--- src/rtl/urm_pkg.sv ---
// Shared types and constants for the ultrasonic range measure block.
// No dependencies; imported by rtl/ultrasonic_range_measure.sv.
package urm_pkg;

   // Timer ticks per microsecond and width of the echo tick counter.
   localparam int unsigned TICKS_PER_US = 60;
   localparam int unsigned COUNT_WIDTH  = 24;

   // cm = floor(ticks * CM_SCALE / CM_DIVISOR)
   localparam int unsigned CM_SCALE   = 127;
   localparam int unsigned CM_DIVISOR = TICKS_PER_US * 7400;
   localparam int unsigned REM_WIDTH  = $clog2(CM_DIVISOR + CM_SCALE + 1);

   localparam int unsigned DIST_WIDTH  = 8;
   localparam int unsigned PHASE_WIDTH = 16;

   // Configuration port.
   localparam int unsigned CSR_INDEX_WIDTH = 1;
   localparam int unsigned CSR_DATA_WIDTH  = 16;
   localparam logic [CSR_INDEX_WIDTH-1:0] CSR_TRIGGER_LOW  = 1'b0;
   localparam logic [CSR_INDEX_WIDTH-1:0] CSR_TRIGGER_HIGH = 1'b1;

   typedef struct packed {
      logic start_req;
      logic sensor_select;
      logic echo_left;
      logic echo_right;
   } req_payload_type;

   typedef struct packed {
      logic                  trigger_left;
      logic                  trigger_right;
      logic                  busy_res;
      logic                  done_res;
      logic [DIST_WIDTH-1:0] distance_cm;
      logic                  measured_sensor;
   } rsp_payload_type;

endpackage

--- src/rtl/ultrasonic_range_measure.sv ---
// Top level of the two-sensor ultrasonic range measure block.
// Depends on rtl/urm_pkg.sv for payload types and constants.
//
// Each request beat is one timer tick and produces exactly one response beat
// showing the trigger pins, busy, and (on the completing tick) done with the
// distance in centimeters and the sensor it belongs to. A start taken while
// idle latches the sensor select, holds that trigger low for trigger_low_ticks,
// high for trigger_high_ticks (zero counts as one), then waits for the echo to
// rise and times the high echo. On the tick the echo is low again, done is
// reported with floor(ticks*127/(TICKS_PER_US*7400)) saturated at 255. There is
// no timeout; starts while busy are ignored. Throughput is one beat per cycle
// while the consumer does not stall: the phase sequencer and the distance
// tracker update between the request side and a single response register.
// The distance is kept as a running quotient and remainder that advance by
// 127 per echo tick, so no divider is needed at the end. The request side is
// stalled only while the response register is full and the consumer stalls.
// Configuration registers should be written only while no measurement runs.

module ultrasonic_range_measure
   import urm_pkg::*;
(
   input  logic                       clock,
   input  logic                       reset,

   input  logic                       req_valid,
   output logic                       req_stall,
   input  req_payload_type            req_data,

   output logic                       rsp_valid,
   input  logic                       rsp_stall,
   output rsp_payload_type            rsp_data,

   input  logic                       csr_write_enable,
   input  logic [CSR_INDEX_WIDTH-1:0] csr_index,
   input  logic [CSR_DATA_WIDTH-1:0]  csr_data
);

   // Sequencer phase codes; unused codes act as idle.
   localparam logic [2:0] PH_IDLE = 3'd0;
   localparam logic [2:0] PH_LOW  = 3'd1;
   localparam logic [2:0] PH_HIGH = 3'd2;
   localparam logic [2:0] PH_WAIT = 3'd3;
   localparam logic [2:0] PH_MEAS = 3'd4;

   // Configuration
   logic [CSR_DATA_WIDTH-1:0] trigger_low_ticks_ff;
   logic [CSR_DATA_WIDTH-1:0] trigger_high_ticks_ff;

   // Measurement state
   logic [2:0]             phase_ff,         phase_in;
   logic [PHASE_WIDTH-1:0] phase_count_ff,   phase_count_in;
   logic [COUNT_WIDTH-1:0] echo_ticks_ff,    echo_ticks_in;
   logic                   chosen_sensor_ff, chosen_sensor_in;
   logic [DIST_WIDTH-1:0]  cm_ff,            cm_in;
   logic [REM_WIDTH-1:0]   rem_ff,           rem_in;

   // Response register
   logic                   rsp_valid_ff,     rsp_valid_in;
   rsp_payload_type        rsp_data_ff,      rsp_data_in;

   logic                   req_accept;
   logic                   echo;
   logic [PHASE_WIDTH-1:0] high_len;
   logic [REM_WIDTH-1:0]   rem_sum;
   logic                   trig;
   logic                   done;

   // Free a slot whenever the held beat leaves this cycle.
   assign req_stall  = rsp_valid_ff & rsp_stall;
   assign req_accept = req_valid & ~req_stall;

   assign echo     = chosen_sensor_ff ? req_data.echo_right : req_data.echo_left;
   assign high_len = (trigger_high_ticks_ff == '0) ? PHASE_WIDTH'(1) : trigger_high_ticks_ff;
   assign rem_sum  = rem_ff + REM_WIDTH'(CM_SCALE);

   // Phase sequencer and running distance
   always_comb begin
      phase_in         = phase_ff;
      phase_count_in   = phase_count_ff;
      echo_ticks_in    = echo_ticks_ff;
      chosen_sensor_in = chosen_sensor_ff;
      cm_in            = cm_ff;
      rem_in           = rem_ff;
      done             = 1'b0;

      unique case (phase_ff)
         PH_LOW: begin
            if (phase_count_ff >= trigger_low_ticks_ff) begin
               phase_in       = PH_HIGH;
               phase_count_in = PHASE_WIDTH'(1);
            end else begin
               phase_count_in = phase_count_ff + PHASE_WIDTH'(1);
            end
         end
         PH_HIGH: begin
            if (phase_count_ff >= high_len) begin
               phase_in       = PH_WAIT;
               phase_count_in = '0;
            end else begin
               phase_count_in = phase_count_ff + PHASE_WIDTH'(1);
            end
         end
         PH_WAIT: begin
            if (echo) begin
               phase_in      = PH_MEAS;
               echo_ticks_in = COUNT_WIDTH'(1);
               cm_in         = '0;
               rem_in        = REM_WIDTH'(CM_SCALE);
            end
         end
         PH_MEAS: begin
            if (echo) begin
               // Saturated counter stops the distance too.
               if (echo_ticks_ff != '1) begin
                  echo_ticks_in = echo_ticks_ff + COUNT_WIDTH'(1);
                  if (rem_sum >= REM_WIDTH'(CM_DIVISOR)) begin
                     rem_in = rem_sum - REM_WIDTH'(CM_DIVISOR);
                     if (cm_ff != '1) begin
                        cm_in = cm_ff + DIST_WIDTH'(1);
                     end
                  end else begin
                     rem_in = rem_sum;
                  end
               end
            end else begin
               done           = 1'b1;
               phase_in       = PH_IDLE;
               phase_count_in = '0;
            end
         end
         default: begin
            phase_in = PH_IDLE;
            if (req_data.start_req) begin
               chosen_sensor_in = req_data.sensor_select;
               echo_ticks_in    = '0;
               phase_in         = (trigger_low_ticks_ff == '0) ? PH_HIGH : PH_LOW;
               phase_count_in   = PHASE_WIDTH'(1);
            end
         end
      endcase
   end

   // Response beat reflects the state after this tick.
   always_comb begin
      trig                        = (phase_in == PH_HIGH);
      rsp_data_in.trigger_left    = ~chosen_sensor_in & trig;
      rsp_data_in.trigger_right   = chosen_sensor_in & trig;
      rsp_data_in.busy_res        = (phase_in != PH_IDLE);
      rsp_data_in.done_res        = done;
      rsp_data_in.distance_cm     = done ? cm_ff : '0;
      rsp_data_in.measured_sensor = done & chosen_sensor_in;
   end

   always_comb begin
      if (req_accept) begin
         rsp_valid_in = 1'b1;
      end else if (!rsp_stall) begin
         rsp_valid_in = 1'b0;
      end else begin
         rsp_valid_in = rsp_valid_ff;
      end
   end

   always_ff @(posedge clock) begin
      if (reset) begin
         trigger_low_ticks_ff  <= CSR_DATA_WIDTH'(120);
         trigger_high_ticks_ff <= CSR_DATA_WIDTH'(600);
      end else if (csr_write_enable) begin
         unique case (csr_index)
            CSR_TRIGGER_LOW:  trigger_low_ticks_ff  <= csr_data;
            CSR_TRIGGER_HIGH: trigger_high_ticks_ff <= csr_data;
            default: ;
         endcase
      end
   end

   always_ff @(posedge clock) begin
      if (reset) begin
         phase_ff         <= PH_IDLE;
         phase_count_ff   <= '0;
         echo_ticks_ff    <= '0;
         chosen_sensor_ff <= 1'b0;
         cm_ff            <= '0;
         rem_ff           <= '0;
         rsp_valid_ff     <= 1'b0;
      end else begin
         rsp_valid_ff <= rsp_valid_in;
         if (req_accept) begin
            phase_ff         <= phase_in;
            phase_count_ff   <= phase_count_in;
            echo_ticks_ff    <= echo_ticks_in;
            chosen_sensor_ff <= chosen_sensor_in;
            cm_ff            <= cm_in;
            rem_ff           <= rem_in;
         end
      end
   end

   always_ff @(posedge clock) begin
      if (req_accept) begin
         rsp_data_ff <= rsp_data_in;
      end
   end

   assign rsp_valid = rsp_valid_ff;
   assign rsp_data  = rsp_data_ff;

endmodule
--- config.mk ---
export PLATFORM = sky130hd
export DESIGN_NAME = ultrasonic_range_measure
export DESIGN_NICKNAME = d
export VERILOG_FILES = /design/src/rtl/urm_pkg.sv /design/src/rtl/ultrasonic_range_measure.sv
export SDC_FILE = /design/constraint.sdc
export NUM_CORES = 1
export LEC_CHECK = 0
export BUFFER_PORTS_ARGS = -buffer_cell sky130_fd_sc_hd__buf_2
export CAP_MARGIN = 20
export CORE_UTILIZATION = 55
export DETAILED_ROUTE_END_ITERATION = 12
export GPL_TIMING_DRIVEN = 0
export PLACE_DENSITY_LB_ADDON = 0.25
export SETUP_SLACK_MARGIN = 0.05
export SLEW_MARGIN = 30
export SYNTH_ARGS = -nofsm -noshare
export SYNTH_HDL_FRONTEND = slang
export SYNTH_SLANG_ARGS = --single-unit
--- constraint.sdc ---
create_clock -name clock -period 10 [get_ports clock]
set_clock_uncertainty 0.1 [all_clocks]
set_input_delay 2 -clock clock [delete_from_list [all_inputs] [get_ports clock]]
set_output_delay 2 -clock clock [all_outputs]
set_load 0.02 [all_outputs]
After elaboration in Yosys (flattened, before gate mapping)
Index checks and enable logic that the tools add are counted.
- flip-flop bits (word level): 117
- bits in latches: 0
- bits in writable memories: 0
- ROM bits: 0
- output and inout bits: 15
- logic and storage cells: 97
- memories kept: 0
- add/sub/neg operators: 5
- multipliers: 0
- div/mod/pow operators: 0
- $lt $le $gt $ge: 3
- eq/ne operators: 14
- shifts and indexed selects: 0
- muxes and demuxes: 36
- bitwise logic cells: 10
- reductions and logical operators: 14
- operator list (cell ; number):
    $mux W24 ; 4
    $mux W16 ; 5
    $mux W19 ; 4
    $pmux W24 S3 ; 1
    $pmux W16 S4 ; 1
    $mux W8 ; 5
    $pmux W19 S2 ; 1
    $ge A16 B16 Y1 ; 2
    $logic_not A16 Y1 ; 2
    $add A24 B1 Y24 const B ; 1
    $ne A24 B24 Y1 const B ; 1
    $add A19 B7 Y19 const B ; 1
    $ge A19 B19 Y1 const B ; 1
    $sub A19 B19 Y19 const B ; 1
    $add A16 B1 Y16 const B ; 1
    $pmux W8 S2 ; 1
    $mux W3 ; 4
    $ne A2 B2 Y1 const B ; 6
    $pmux W3 S4 ; 1
    $eq A3 B2 Y1 const B ; 3
    $add A8 B1 Y8 const B ; 1
    $ne A8 B8 Y1 const B ; 1
    $mux W1 ; 7
    $reduce_and A7 Y1 ; 1
    other kinds (15) ; 26

Longest topological paths before layout
Gate-level depths: netlist (run 1).
- depth after elaboration: 7
- gate-level depth with buffers: 18
- mapped depth without buffers: 13

Least setup slack after synthesis (run 1)
Ideal clock, no wire load.
- path type: input port to flip-flop
- start: in req_data[0] (netlist bit)
- end: reg echo_ticks_ff[23]
- data arrival time: 4.228 ns
- required time: 9.772 ns
- setup slack: 5.545 ns
- cell stages on the path: 10
- path buffers: 1
- path through: mux2_2 nor2_1 or3_1 a211oi_1 and4_1 clkbuf_1 and2_1 nor2b_1 xnor2_1 nor2_1
- longest elaborated chain between the ends: 3
- ends and longest elaborated chain (element ; line ; text):
    start, declared ; ultrasonic_range_measure.sv:27 ; input req_payload_type req_data,
    $mux W1 * ; ultrasonic_range_measure.sv:72 ; assign echo = chosen_sensor_ff ? req_data.echo_right : req_data.echo_left;
    $ne A2 B2 Y1 (no source line) ; -- ;
    $reduce_and A6 Y1 (no source line) * ; -- ;
    end signal, assigned ; ultrasonic_range_measure.sv:191 ; echo_ticks_ff <= echo_ticks_in;
    end, declared ; ultrasonic_range_measure.sv:52 ; logic [COUNT_WIDTH-1:0] echo_ticks_ff, echo_ticks_in;
Every way passes the cells marked *; elsewhere a longest branch is shown, timed or not.
A chain may end at the register's enable or synchronous reset.

Worst setup path in the final report (run 1)
- start: in rsp_stall
- end: reg rem_ff[8]
- longest elaborated chain between the ends: 4
- ends and longest elaborated chain (element ; line ; text):
    start, declared ; ultrasonic_range_measure.sv:30 ; input logic rsp_stall,
    $and A1 B1 Y1 ; ultrasonic_range_measure.sv:69 ; assign req_stall = rsp_valid_ff & rsp_stall;
    $not A1 Y1 ; ultrasonic_range_measure.sv:70 ; assign req_accept = req_valid & ~req_stall;
    $and A1 B1 Y1 ; ultrasonic_range_measure.sv:70 ;
    via req_accept ; ultrasonic_range_measure.sv:61 ; logic req_accept;
    $reduce_and A5 Y1 (no source line) ; -- ;
    end signal, assigned ; ultrasonic_range_measure.sv:194 ; rem_ff <= rem_in;
    end, declared ; ultrasonic_range_measure.sv:55 ; logic [REM_WIDTH-1:0] rem_ff, rem_in;
The timed path passes the listed nets, and every way through them passes these cells.

==> results of run 1 <==
layout make-up:
cell class	count	share of cell area (%)
multi-input cells	648	51.77
clock inverters	11	1.121
well taps	168	2.689
flip-flops and latches	117	31.63
repair buffers	41	2.657
plain buffers	39	2.337
inverters	45	2.161
clock buffers	21	5.635
worst max-delay path: stages:
cell and delay [ps]:
buf_2 70, nand2_1 60, nand2_1 270, clkinv_1 650, nand2_1 460, o21bai_1 380
nand2_1 340, nand3_1 200, a31oi_1 130, a211oi_2 240
synth_stat cells (all sizes together) (3+ instances only):
| library cell | number | area share [%] |
|---|---|---|
| o31ai | 3 | 0.33 |
| o211a | 5 | 0.73 |
| nand2 | 113 | 6.2 |
| nand2b | 9 | 0.82 |
| a21o | 20 | 2.2 |
| or4 | 4 | 0.55 |
| o21bai | 3 | 0.33 |
| o21ai | 42 | 3.1 |
| buf | 17 | 1.5 |
| or3 | 6 | 0.55 |
| and3 | 24 | 2.2 |
| dfxtp | 104 | 30 |
| a211oi | 9 | 1.1 |
| nor2 | 72 | 4.1 |
| clkbuf | 22 | 1.2 |
| a311oi | 4 | 0.51 |
| o21a | 4 | 0.44 |
| or2 | 6 | 0.55 |
| and2 | 12 | 1.1 |
| xor2 | 26 | 3.3 |
| and4 | 6 | 0.77 |
| o2111ai | 3 | 0.38 |
| a21oi | 63 | 4.7 |
| nor4 | 19 | 2.0 |
| a31oi | 9 | 0.82 |
| nand4 | 16 | 1.5 |
| mux2i | 3 | 0.44 |
| xnor2 | 12 | 1.5 |
| nor3b | 12 | 1.3 |
| a211o | 3 | 0.38 |
| nor3 | 19 | 1.5 |
| nor2b | 7 | 0.64 |
| nand4b | 6 | 0.77 |
| inv | 42 | 2.3 |
| o22ai | 3 | 0.27 |
| ha | 38 | 6.9 |
| clkinv | 3 | 0.16 |
| edfxtp | 13 | 5.7 |
| o211ai | 13 | 1.4 |
| nand3 | 33 | 2.4 |
flip-flops by register name (all words and copies together) (netlist names):
register	count
cm_ff	8
phase_ff	3
rsp_valid	1
rsp_data	13
trigger_high_ticks_ff	16
rem_ff	19
phase_count_ff	16
trigger_low_ticks_ff	16
echo_ticks_ff	24
chosen_sensor_ff	1
metrics by stage:
stage	util [%]	instances	hold slack [ps]	total power, mW
2_1_floorplan	-	849	336.4	0.5673
3_3_place_gp	60.12	1057	350.2	0.5985
3_5_place_dp	60.28	1058	364.3	0.6000
4_1_cts	64.66	1090	373.4	1.145
5_1_grt	64.80	1090	393.7	1.179
6_report	64.80	1090	374.3	1.139
how the worst min path moves through the flow:
stage,end,slack (ps),startpoint
3_3_place_gp,trigger_high_ticks_ff[0]$_SDFFE_PP0P_,350,trigger_high_ticks_ff[0]$_SDFFE_PP0P_
3_5_place_dp,trigger_low_ticks_ff[13]$_SDFFE_PP0P_,360,trigger_low_ticks_ff[13]$_SDFFE_PP0P_
6_report,trigger_low_ticks_ff[13]$_SDFFE_PP0P_,370,trigger_low_ticks_ff[13]$_SDFFE_PP0P_
4_1_cts,trigger_low_ticks_ff[1]$_SDFFE_PP0P_,370,trigger_low_ticks_ff[1]$_SDFFE_PP0P_
5_1_grt,trigger_low_ticks_ff[1]$_SDFFE_PP0P_,390,trigger_low_ticks_ff[1]$_SDFFE_PP0P_
2_1_floorplan,trigger_high_ticks_ff[0]$_SDFFE_PP0P_,340,trigger_high_ticks_ff[0]$_SDFFE_PP0P_
per-layer routing:
layer,vias to the layer above,wire (um)
met4,0,361
met5,-,0
met3,27,1088
li1,3171,-
met2,194,7749
met1,2986,8292
power by group:
group          switching, mW  total [mW]  internal (mW)  leakage, nW
Sequential           0.00784       0.495          0.487        0.974
Clock                  0.209       0.546          0.337        0.259
Combinational         0.0646      0.0974         0.0328         1.97
Total                  0.282        1.14          0.857         3.20
cell families after synthesis:
logic type / Yosys count / synth area share [%]
multiplexers: 5 / 0.7681
XOR/XNOR: 38 / 4.865
adder cells (fa/ha/maj): 38 / 6.950
buffers and inverters: 84 / 5.139
AO/OA/AOI/OAI: 199 / 18.76
flip-flops: 117 / 36.14
AND/OR/NAND/NOR: 368 / 27.38
cell usage in the layout, fill, tap and decap left out, types with 4 or more instances in the layout:
cell       count
clkbuf_1      26
o211a_1        5
xnor2_1       12
edfxtp_1      13
nor4_1        15
nand2b_1       9
clkinv_1       5
a311oi_1       4
buf_2         51
a211oi_1       7
nand2_1      113
nand3_1       33
o211ai_1      13
inv_1         42
o21ai_0       42
clkinv_2       5
clkbuf_16     17
and3_1        24
or3_1          6
o21a_1         4
nor2b_1        7
dfxtp_1      104
nor2_1        70
nand4b_1       6
nor3_1        17
nor3b_1       12
and2_1        12
a21o_1        20
a21oi_1       62
or2_2          5
and4_1         6
xor2_1        26
ha_1          38
a31oi_1        9
nand4_1       16
==> metrics.md, run 1 <==
| Metric | Value |
|---|---|
| CP endpoint kind | register |
| PostCTS Resize Cnt | 0 |
| CTS Buffer Depth | 2 |
| Post-Syn Nets | 913 |
| Fin crit share | 45.72% |
| Later-pin clock latency in the skew report | 420 ps |
| DPL Wire Length | 12750 um |
| Syn Area/Cell | 8.058 um^2 |
| Top-Level Pins | 41 |
| Antenna Diode Count | 0 |
| Core Region | 12060 um^2 |
| Routed length per placed instance | 16.05 um |
| Area delta synth->final | 14.25% |
| Status | complete, no violations |
| Final Max Tran Viols | 0 |
| Setup TNS | 0 ps |
| Setup violators final | 0 |
| Worst-Margin Slew | 768.9 ps |
| F_max | 218.7 MHz |
| First-pass GRT wire length | 28710 um |
| Worst-path clk slew | 50 ps |
| Largest net degree at the start of global routing | 21 |
| WS Path Type | input port to register |
| Post-Syn Area | 6842 um^2 |
| Dpl cell area | 7271 um^2 |
| Root Driver | clkbuf_16 |
| Port-buffer cells | 40 |
| Post-synth top flop | dfxtp_1 |
| CTS tree | done |
| Initial core utilization | 56.72% |
| # fillers | 1084 |
| Vias in the first global route | 5763 |
| GR peak layer | met2 |
| Post-CTS Setup Bufs | 0 |
| Initial antenna violation count | 0 |
| Setup WS post-layout | 5428 ps |
| GRT Resource Usage Total | 28.48% |
| Routed vias | 6378 |
| Critical Path Source | rsp_stall |
| Fin. Hold Viols | 0 |
| Reg2reg path depth | 16 |
| Post-synthesis cell type count | 69 |
| GP Congestion | 0.9566 |
| Met3 Resource Use GR | 7.014% |
| Power Dens Cells | 145.7 nW/um^2 |
| R2r setup slk | 6010 ps |
| Residual DRC | 0 |
| Row cnt | 40 |
| Max Cap Viol | 0 |
| Initial DRC Count | 491 |
| Worst Path Arrival | 4800 ps |
| FFs w/ async S/R, synth | 0% |
| R2R Path Start | rem_ff[1]$_SDFFE_PP0P_ |
| CP startpoint kind | input port |
| Crit path to | rem_ff[8]$_SDFFE_PP0P_ |
| Area of the multi-input gates | 4046 um^2 |
| Synth Instances | 849 |
| Count of flip-flops with a built-in enable after synthesis | 13 |
| Min Tclk post-route | 4572 ps |
| Die height | 113.5 um |
| Final nets | 973 |
| Share of layout cells above drive strength 1 | 11.61% |
| H-Tree Depth | 4 |
| Die area | 12890 um^2 |
| Die width | 113.5 um |
| YS warnings | 0 |
| Vias per Instance | 5.851 |
| Yosys reg bits | 117 |
| Register area share after synthesis | 36.14% |
| Met1 global-route usage | 38.22% |
| Crit Path Max Fanout | 20 |
| Grt ovf | 0 |
| Worst r2r dst | rem_ff[8]$_SDFFE_PP0P_ |
| Cts hold-fix bufs | 0 |
| Slew headroom | 48.34% |
| Req. time, crit path | 10230 ps |
| M2 GR Usage | 44.76% |
| Hold path depth | 2 |
| DRT Pass-1 Iters | 5 |
| Post-DRT Antenna Nets | 0 |
| Post-Route WL | 17490 um |
| Register Area | 2472 um^2 |
| Hold Path Class | register to register |
| Pleak | 3.201 nW |
| Number of buffers created by CTS | 17 |
| RSZ-0062 raised after global routing | false |
| Clock sinks | 117 |
| Maximum vdd drop | 0.1256 mV |
| Design Area, Final | 7816 um^2 |
| Post-place setup slack | 4948 ps |
No activity file was read; power rests on OpenSTA's default activity.
==> inputs of run 2 (changes only) <==
clock period = 4.2 ns   (was 10 ns; I/O delays follow)
==> run 2 against run 1 <==
Clock-buffer cell count did not move. Utilization barely moved. Critical path type is now register to register. Combinational power rose by 140%. Largest power group unchanged. Non-clock buffer count did not move. Sequential share of layout area barely moved. First-iteration DRC count rose by 1.6%. Setup slack got worse by 5100 ps. Via count rose by 0.17%. Die area did not move. Global-route usage did not move. Cell area barely moved. Final cell count did not move.
==> metrics.md, run 2 (synthesized netlist as in run 1, its figures left out) <==
| Metric | Value |
|---|---|
| Die width | 113.5 um (unchanged) |
| Setup TNS | 0 ps (unchanged) |
| Area delta synth->final | 14.32% (was 14.25%) |
| Final Max Tran Viols | 0 (unchanged) |
| Worst-path cell chain | buf_2, inv_1, ha_1, buf_4, or3b_1, buf_2, or4_4, a21oi_2, o21ai_0, o221a_1, buf_6, or2_0, buf_2, o31ai_1, mux2i_1, a211oi_2 (was buf_2, nand2_1, nand2_1, clkinv_1, nand2_1, o21bai_1, nand2_1, nand3_1, a31oi_1, a211oi_2) |
| Worst-Margin Slew | 729.3 ps (was 768.9 ps) |
| Clock sinks | 117 (unchanged) |
| Hold slack | 373.9 ps (was 374.3 ps) |
| Root Driver | clkbuf_16 (unchanged) |
| Final nets | 973 (unchanged) |
| Core Region | 12060 um^2 (unchanged) |
| DPL Wire Length | 12750 um (unchanged) |
| Maximum vdd drop | 0.3016 mV (was 0.1256 mV) |
| Top-Level Pins | 41 (unchanged) |
| Initial antenna violation count | 0 (unchanged) |
| Worst Path Buf+Inv | 6 (was 2) |
| Row cnt | 40 (unchanged) |
| CTS tree | done (unchanged) |
| Setup violators final | 0 (unchanged) |
| First-pass GRT wire length | 28710 um (unchanged) |
| Die height | 113.5 um (unchanged) |
| Post-Route WL | 17460 um (was 17490 um) |
| CP delay by family, top | simple AND/OR/NAND/NOR gates (unchanged) |
| GRT Resource Usage Total | 28.48% (unchanged) |
| CP endpoint kind | register (unchanged) |
| Grt ovf | 0 (unchanged) |
| Req. time, crit path | 4390 ps (was 10230 ps) |
| R2r setup slk | 280 ps (was 6010 ps) |
| Crit Path Max Fanout | 10 (was 20) |
| CTS Buffer Depth | 2 (unchanged) |
| Slew headroom | 50.12% (was 48.34%) |
| Post-CTS Setup Bufs | 0 (unchanged) |
| Status | complete, no violations (unchanged) |
| Most frequent cells in the layout | nand2_1 (113), dfxtp_1 (104), nor2_1 (70) (unchanged) |
| Max reg flops | 24 (unchanged) |
| Pleak | 3.203 nW (was 3.201 nW) |
| Number of buffers created by CTS | 17 (unchanged) |
| Routed vias | 6389 (was 6378) |
| Min Tclk post-route | 3915 ps |
| Port-buffer cells | 40 (unchanged) |
| Residual DRC | 0 (unchanged) |
| Top Registers | echo_ticks_ff x24, rem_ff x19 (unchanged) |
| Commonest non-fill, non-tap cell in the layout | nand2_1 (unchanged) |
| Die area | 12890 um^2 (unchanged) |
| CP startpoint kind | register (was input port) |
| Critical Path Slowest Stage Cell | or4_4 (was clkinv_1) |
| Worst-path clk slew | 60 ps (was 50 ps) |
| Post-DRT Antenna Nets | 0 (unchanged) |
| Antenna Diode Count | 0 (unchanged) |
| Fin crit share | 93.21% |
| H-Tree Depth | 4 (unchanged) |
| Cts hold-fix bufs | 0 (unchanged) |
| Most flops, register | echo_ticks_ff (unchanged) |
| WS Path Type | register to register (was input port to register) |
| DRT Pass-1 Iters | 5 (unchanged) |
| Power Dens Cells | 346.7 nW/um^2 (was 145.7 nW/um^2) |
| Register Area | 2472 um^2 (unchanged) |
| Vias per Instance | 5.861 (was 5.851) |
| CP dominant cell by count | buf_2 (was nand2_1) |
| # fillers | 1083 (was 1084) |
| Largest stage delay, worst path | 540 ps (was 650 ps) |
| Max Cap Viol | 0 (unchanged) |
| Initial core utilization | 56.72% (unchanged) |
| Post-route insts no fill | 1090 (unchanged) |
| Vias in the first global route | 5763 (unchanged) |
| Largest net degree at the start of global routing | 21 (unchanged) |
| Area of the multi-input gates | 4051 um^2 (was 4046 um^2) |
| Share of layout cells above drive strength 1 | 11.71% (was 11.61%) |
| F_max | 255.4 MHz |
| Hold Path Class | register to register (unchanged) |
| Worst Path Arrival | 4110 ps (was 4800 ps) |
| GP Congestion | 0.9566 (unchanged) |
| Initial DRC Count | 499 (was 491) |
| Fin. Hold Viols | 0 (unchanged) |
| Later-pin clock latency in the skew report | 420 ps (about the same) |
| RSZ-0062 raised after global routing | false (unchanged) |
| Dpl cells | 1058 (unchanged) |
| Routed length per placed instance | 16.02 um (was 16.05 um) |
[run 2: changes by cell type in the layout (fill, tap and decap cells not counted)]
| cell | previous run | this run |
|---|---|---|
| nor3b_2 | 0 | 1 |
| nor3b_1 | 12 | 11 |
[run 2: metrics by stage]
stage               power, mW  worst slack [ps]  util [%]  area [um^2]
floorplan               1.351             689.4         -         6842
global placement        1.425             90.76     60.12         7252
detailed placement      1.428             308.3     60.28         7271
CTS                     2.727             251.7     64.66         7799
global route            2.808             51.87     64.84         7821
finish                  2.712             285.0     64.84         7821
[run 2: cell type report]
| class | instances | share of cell area [%] |
|---|---|---|
| multi-input combinational | 648 | 51.80 |
| tap | 168 | 2.688 |
| inverter | 45 | 2.160 |
| sequential | 117 | 31.61 |
| timing repair buffer | 41 | 2.656 |
| buffer | 39 | 2.336 |
| clock inverter | 11 | 1.120 |
| clock buffer | 21 | 5.631 |
[run 2: worst register-to-register path, delay by kind of cell (launching register included)]
kind / cells / cell delay, ps
buf+inv: 6 / 910
fa+ha+maj: 1 / 140
flops: 1 / 290
mux: 1 / 290
compound gates: 5 / 980
simple gates: 3 / 1070
[run 2: routing by layer]
metal / up-vias / wire, um / GRT usage, %
met5: - / 0 / 0
met4: 0 / 365 / 9.561
met3: 30 / 1068 / 7.014
met2: 198 / 7732 / 44.76
met1: 2999 / 8295 / 38.22
li1: 3162 / - / -
[run 2: timing repair]
action	4_1_cts	5_1_grt
gates resized for setup	0	1
endpoints found under the setup margin	0	6
endpoints found under the hold margin	0	0
[run 2: path summary, 6_finish.rpt]
path                                                        endpoint                                 start  depth (start not counted)
worst max-delay path                          rem_ff[8]$_SDFFE_PP0P_                rem_ff[1]$_SDFFE_PP0P_                         16
worst min-delay path            trigger_low_ticks_ff[1]$_SDFFE_PP0P_  trigger_low_ticks_ff[1]$_SDFFE_PP0P_                          2
worst max register to register                rem_ff[8]$_SDFFE_PP0P_                rem_ff[1]$_SDFFE_PP0P_                         16
worst min register to register  trigger_low_ticks_ff[1]$_SDFFE_PP0P_  trigger_low_ticks_ff[1]$_SDFFE_PP0P_                          2
[run 2: report_power, final]
part | internal, mW | switching, mW
sequential | 1.16 | 0.0188
combinational | 0.0782 | 0.153
clock | 0.802 | 0.499
==> inputs of run 3 (changes only) <==
clock period = 3.4 ns   (was 4.2 ns; I/O delays follow)
==> run 3 against run 2 <==
Power rose by 27%. Register-to-register slack lost 240 ps. Sequential power rose by 24%. Via count is 3.3% higher. Largest cell class unchanged. Utilization increased by 4.3 points. Sequential share of layout area shrank 1.9 points. Non-clock buffer count is 20 higher. Global-route usage is 0.31 points higher. Final cell count is 1.8% higher. Clock-buffer cell count shrank 4. Critical path type unchanged. Fmax is 17% higher. Hold slack worse by 8.7 ps.
==> metrics.md, run 3 (synthesized netlist as in run 1, its figures left out) <==
| Metric | Value |
|---|---|
| Root Driver | clkbuf_16 (unchanged) |
| Most flops, register | echo_ticks_ff (unchanged) |
| Largest net degree at the start of global routing | 21 (unchanged) |
| Die area | 12890 um^2 (unchanged) |
| GRT Resource Usage Total | 28.79% (was 28.48%) |
| Routed length per placed instance | 16.15 um (was 16.02 um) |
| Fin. Hold Viols | 0 (unchanged) |
| Final Power | 3.455 mW (was 2.712 mW) |
| Top Registers | echo_ticks_ff x24, rem_ff x19 (unchanged) |
| Maximum vdd drop | 0.4641 mV (was 0.3016 mV) |
| Max reg flops | 24 (unchanged) |
| Worst-Margin Slew | 821.9 ps (was 729.3 ps) |
| Crit Path Max Fanout | 7 (was 10) |
| Min Tclk post-route | 3360 ps (was 3915 ps) |
| Post-route insts no fill | 1110 (was 1090) |
| Final nets | 993 (was 973) |
| Area delta synth->final | 21.93% (was 14.32%) |
| H-Tree Depth | 4 (unchanged) |
| Core Region | 12060 um^2 (unchanged) |
| Port-buffer cells | 40 (unchanged) |
| WHS Endpoint | trigger_high_ticks_ff[0]$_SDFFE_PP0P_ (was trigger_low_ticks_ff[1]$_SDFFE_PP0P_) |
| Design Area, Final | 8342 um^2 (was 7821 um^2) |
| Hold Path Class | register to register (unchanged) |
| Register Area | 2477 um^2 (was 2472 um^2) |
| Antenna Diode Count | 0 (unchanged) |
| Clock sinks | 117 (unchanged) |
| Vias in the first global route | 6070 (was 5763) |
| CTS tree | done (unchanged) |
| Met1 global-route usage | 39.28% (was 38.22%) |
| Number of buffers created by CTS | 17 (unchanged) |
| CP startpoint kind | register (unchanged) |
| Residual DRC | 0 (unchanged) |
| Post-Route WL | 17930 um (was 17460 um) |
| CTS Buffer Depth | 2 (unchanged) |
| Fin crit share | 98.82% (was 93.21%) |
| Status | complete, no violations (unchanged) |
| Hold path depth | 2 (unchanged) |
| First-pass GRT wire length | 29300 um (was 28710 um) |
| Die width | 113.5 um (unchanged) |
| Cts hold-fix bufs | 0 (unchanged) |
| Post-DRT Antenna Nets | 0 (unchanged) |
| Met3 Resource Use GR | 6.642% (was 7.014%) |
| Largest stage delay, worst path | 430 ps (was 540 ps) |
| Beginning of the worst hold path | trigger_high_ticks_ff[0]$_SDFFE_PP0P_ (was trigger_low_ticks_ff[1]$_SDFFE_PP0P_) |
| Grt ovf | 0 (unchanged) |
| DPL Wire Length | 12230 um (was 12750 um) |
| Initial antenna violation count | 0 (unchanged) |
| Reg2reg path depth | 15 (was 16) |
| Worst r2r dst | rem_ff[8]$_SDFFE_PP0P_ (unchanged) |
| GR peak layer | met2 (unchanged) |
| Area of the multi-input gates | 4343 um^2 (was 4051 um^2) |
| CP endpoint kind | register (unchanged) |
| Pleak | 3.396 nW (was 3.203 nW) |
| GP Congestion | 0.9657 (was 0.9566) |
| Final Max Tran Viols | 0 (unchanged) |
| Most frequent cells in the layout | nand2_1 (110), dfxtp_1 (102), nor2_1 (66) (was nand2_1 (113), dfxtp_1 (104), nor2_1 (70)) |
| Share of layout cells above drive strength 1 | 18.90% (was 11.71%) |
| Power Dens Cells | 414.2 nW/um^2 (was 346.7 nW/um^2) |
| CP dominant cell by count | buf_6 (was buf_2) |
| Row cnt | 40 (unchanged) |
| DRT Pass-1 Iters | 5 (unchanged) |
| Initial DRC Count | 688 (was 499) |
| Die height | 113.5 um (unchanged) |
| Commonest non-fill, non-tap cell in the layout | nand2_1 (unchanged) |
| Worst Path Arrival | 3550 ps (was 4110 ps) |
| Routed vias | 6598 (was 6389) |
| Post-place setup slack | -326.0 ps (was 308.3 ps) |
| Dpl cell area | 7345 um^2 (was 7271 um^2) |
| Setup violators final | 0 (unchanged) |
| R2R Path Start | rem_ff[1]$_SDFFE_PP0P_ (unchanged) |
| Worst-path clk slew | 60 ps (about the same) |
| Critical Path Slowest Stage Cell | or4_4 (unchanged) |
| Slew headroom | 44.78% (was 50.12%) |
| Later-pin clock latency in the skew report | 420 ps (about the same) |
| Dpl cells | 1058 (unchanged) |
| Req. time, crit path | 3590 ps (was 4390 ps) |
| Setup WS post-layout | 40.22 ps (was 285.0 ps) |
| Initial core utilization | 56.72% (unchanged) |
| F_max | 297.6 MHz (was 255.4 MHz) |
| RSZ-0062 raised after global routing | true (was false) |
| Setup TNS | 0 ps (unchanged) |
| Max Cap Viol | 0 (unchanged) |
| R2r setup slk | 40 ps (was 280 ps) |
| M2 GR Usage | 44.35% (was 44.76%) |
| Top-Level Pins | 41 (unchanged) |
| Vias per Instance | 5.944 (was 5.861) |
| # fillers | 974 (was 1083) |
| Worst-path cell chain | buf_6, inv_4, ha_4, or3b_4, buf_6, or4_4, a21oi_4, o21ai_2, o221a_1, buf_6, or2_0, buf_6, o31ai_4, mux2i_1, a211oi_2 (was buf_2, inv_1, ha_1, buf_4, or3b_1, buf_2, or4_4, a21oi_2, o21ai_0, o221a_1, buf_6, or2_0, buf_2, o31ai_1, mux2i_1, a211oi_2) |
| WS Path Type | register to register (unchanged) |
run 3: cell count changes in the layout (fill, tap and decap cells not counted), moves of 7 or more:
cell | before | now
o21ai_1 | 0 | 7
o21ai_0 | 42 | 31
clkbuf_1 | 26 | 19
buf_4 | 3 | 21
buf_6 | 2 | 9
run 3: metal layers:
layer / routed length [um] / part of all wire (%)
met1: 8334 / 46
met2: 8115 / 45
met3: 1109 / 6.2
met4: 366 / 2.0
met5: 0 / 0
run 3: power by group:
part,total (mW),switching (mW),internal (mW)
clock network,1.69,0.681,1.01
registers,1.46,0.0250,1.43
logic,0.310,0.199,0.111
total,3.46,0.904,2.55
run 3: worst max-delay path by stage:
stage	startpoint	to	slack, ps	cells past startpoint
after floorplan	rem_ff[0]$_SDFFE_PP0P_	rem_ff[8]$_SDFFE_PP0P_	60	17
after global placement	rsp_stall	rem_ff[8]$_SDFFE_PP0P_	-430	9
after detailed placement	req_data[1]	echo_ticks_ff[23]$_SDFFE_PP0P_	-330	11
after CTS	rem_ff[1]$_SDFFE_PP0P_	rem_ff[5]$_SDFFE_PP0P_	-70	17
after global routing	rem_ff[1]$_SDFFE_PP0P_	cm_ff[7]$_SDFFE_PP0P_	-80	16
final	rem_ff[1]$_SDFFE_PP0P_	rem_ff[8]$_SDFFE_PP0P_	40	15
run 3: per-stage QoR:
step           hold slack, ps  utilization [%]
6_report                365.2            69.16
3_3_place_gp            351.2            60.68
5_1_grt                 385.6            69.16
3_5_place_dp            352.7            60.89
4_1_cts                 362.1            67.27
2_1_floorplan           336.4                -
run 3: final cells by class:
| class | count | share of cell area [%] |
|---|---|---|
| flip-flops and latches | 117 | 29.70 |
| clock inverters | 15 | 1.545 |
| well taps | 168 | 2.520 |
| plain buffers | 36 | 2.325 |
| inverters | 45 | 2.055 |
| clock buffers | 17 | 5.100 |
| repair buffers | 64 | 4.695 |
| multi-input cells | 648 | 52.06 |
run 3: what timing repair did:
action	CTS	global route
resized for setup	35	41
setup buffers	13	9
endpoints found under the setup margin	38	41
hold endpoints to repair	0	0
gates cloned	1	0
pin swaps	19	14
run 3: critical path: cells and delay by family, from the launching register on:
| kind | cells | cell delay, ps |
|---|---|---|
| AOI/OAI and AO/OA | 5 | 820 |
| adders and majority gates | 1 | 130 |
| buffers and inverters | 5 | 610 |
| DFF | 1 | 310 |
| muxes | 1 | 240 |
| and+or+nand+nor | 3 | 1010 |
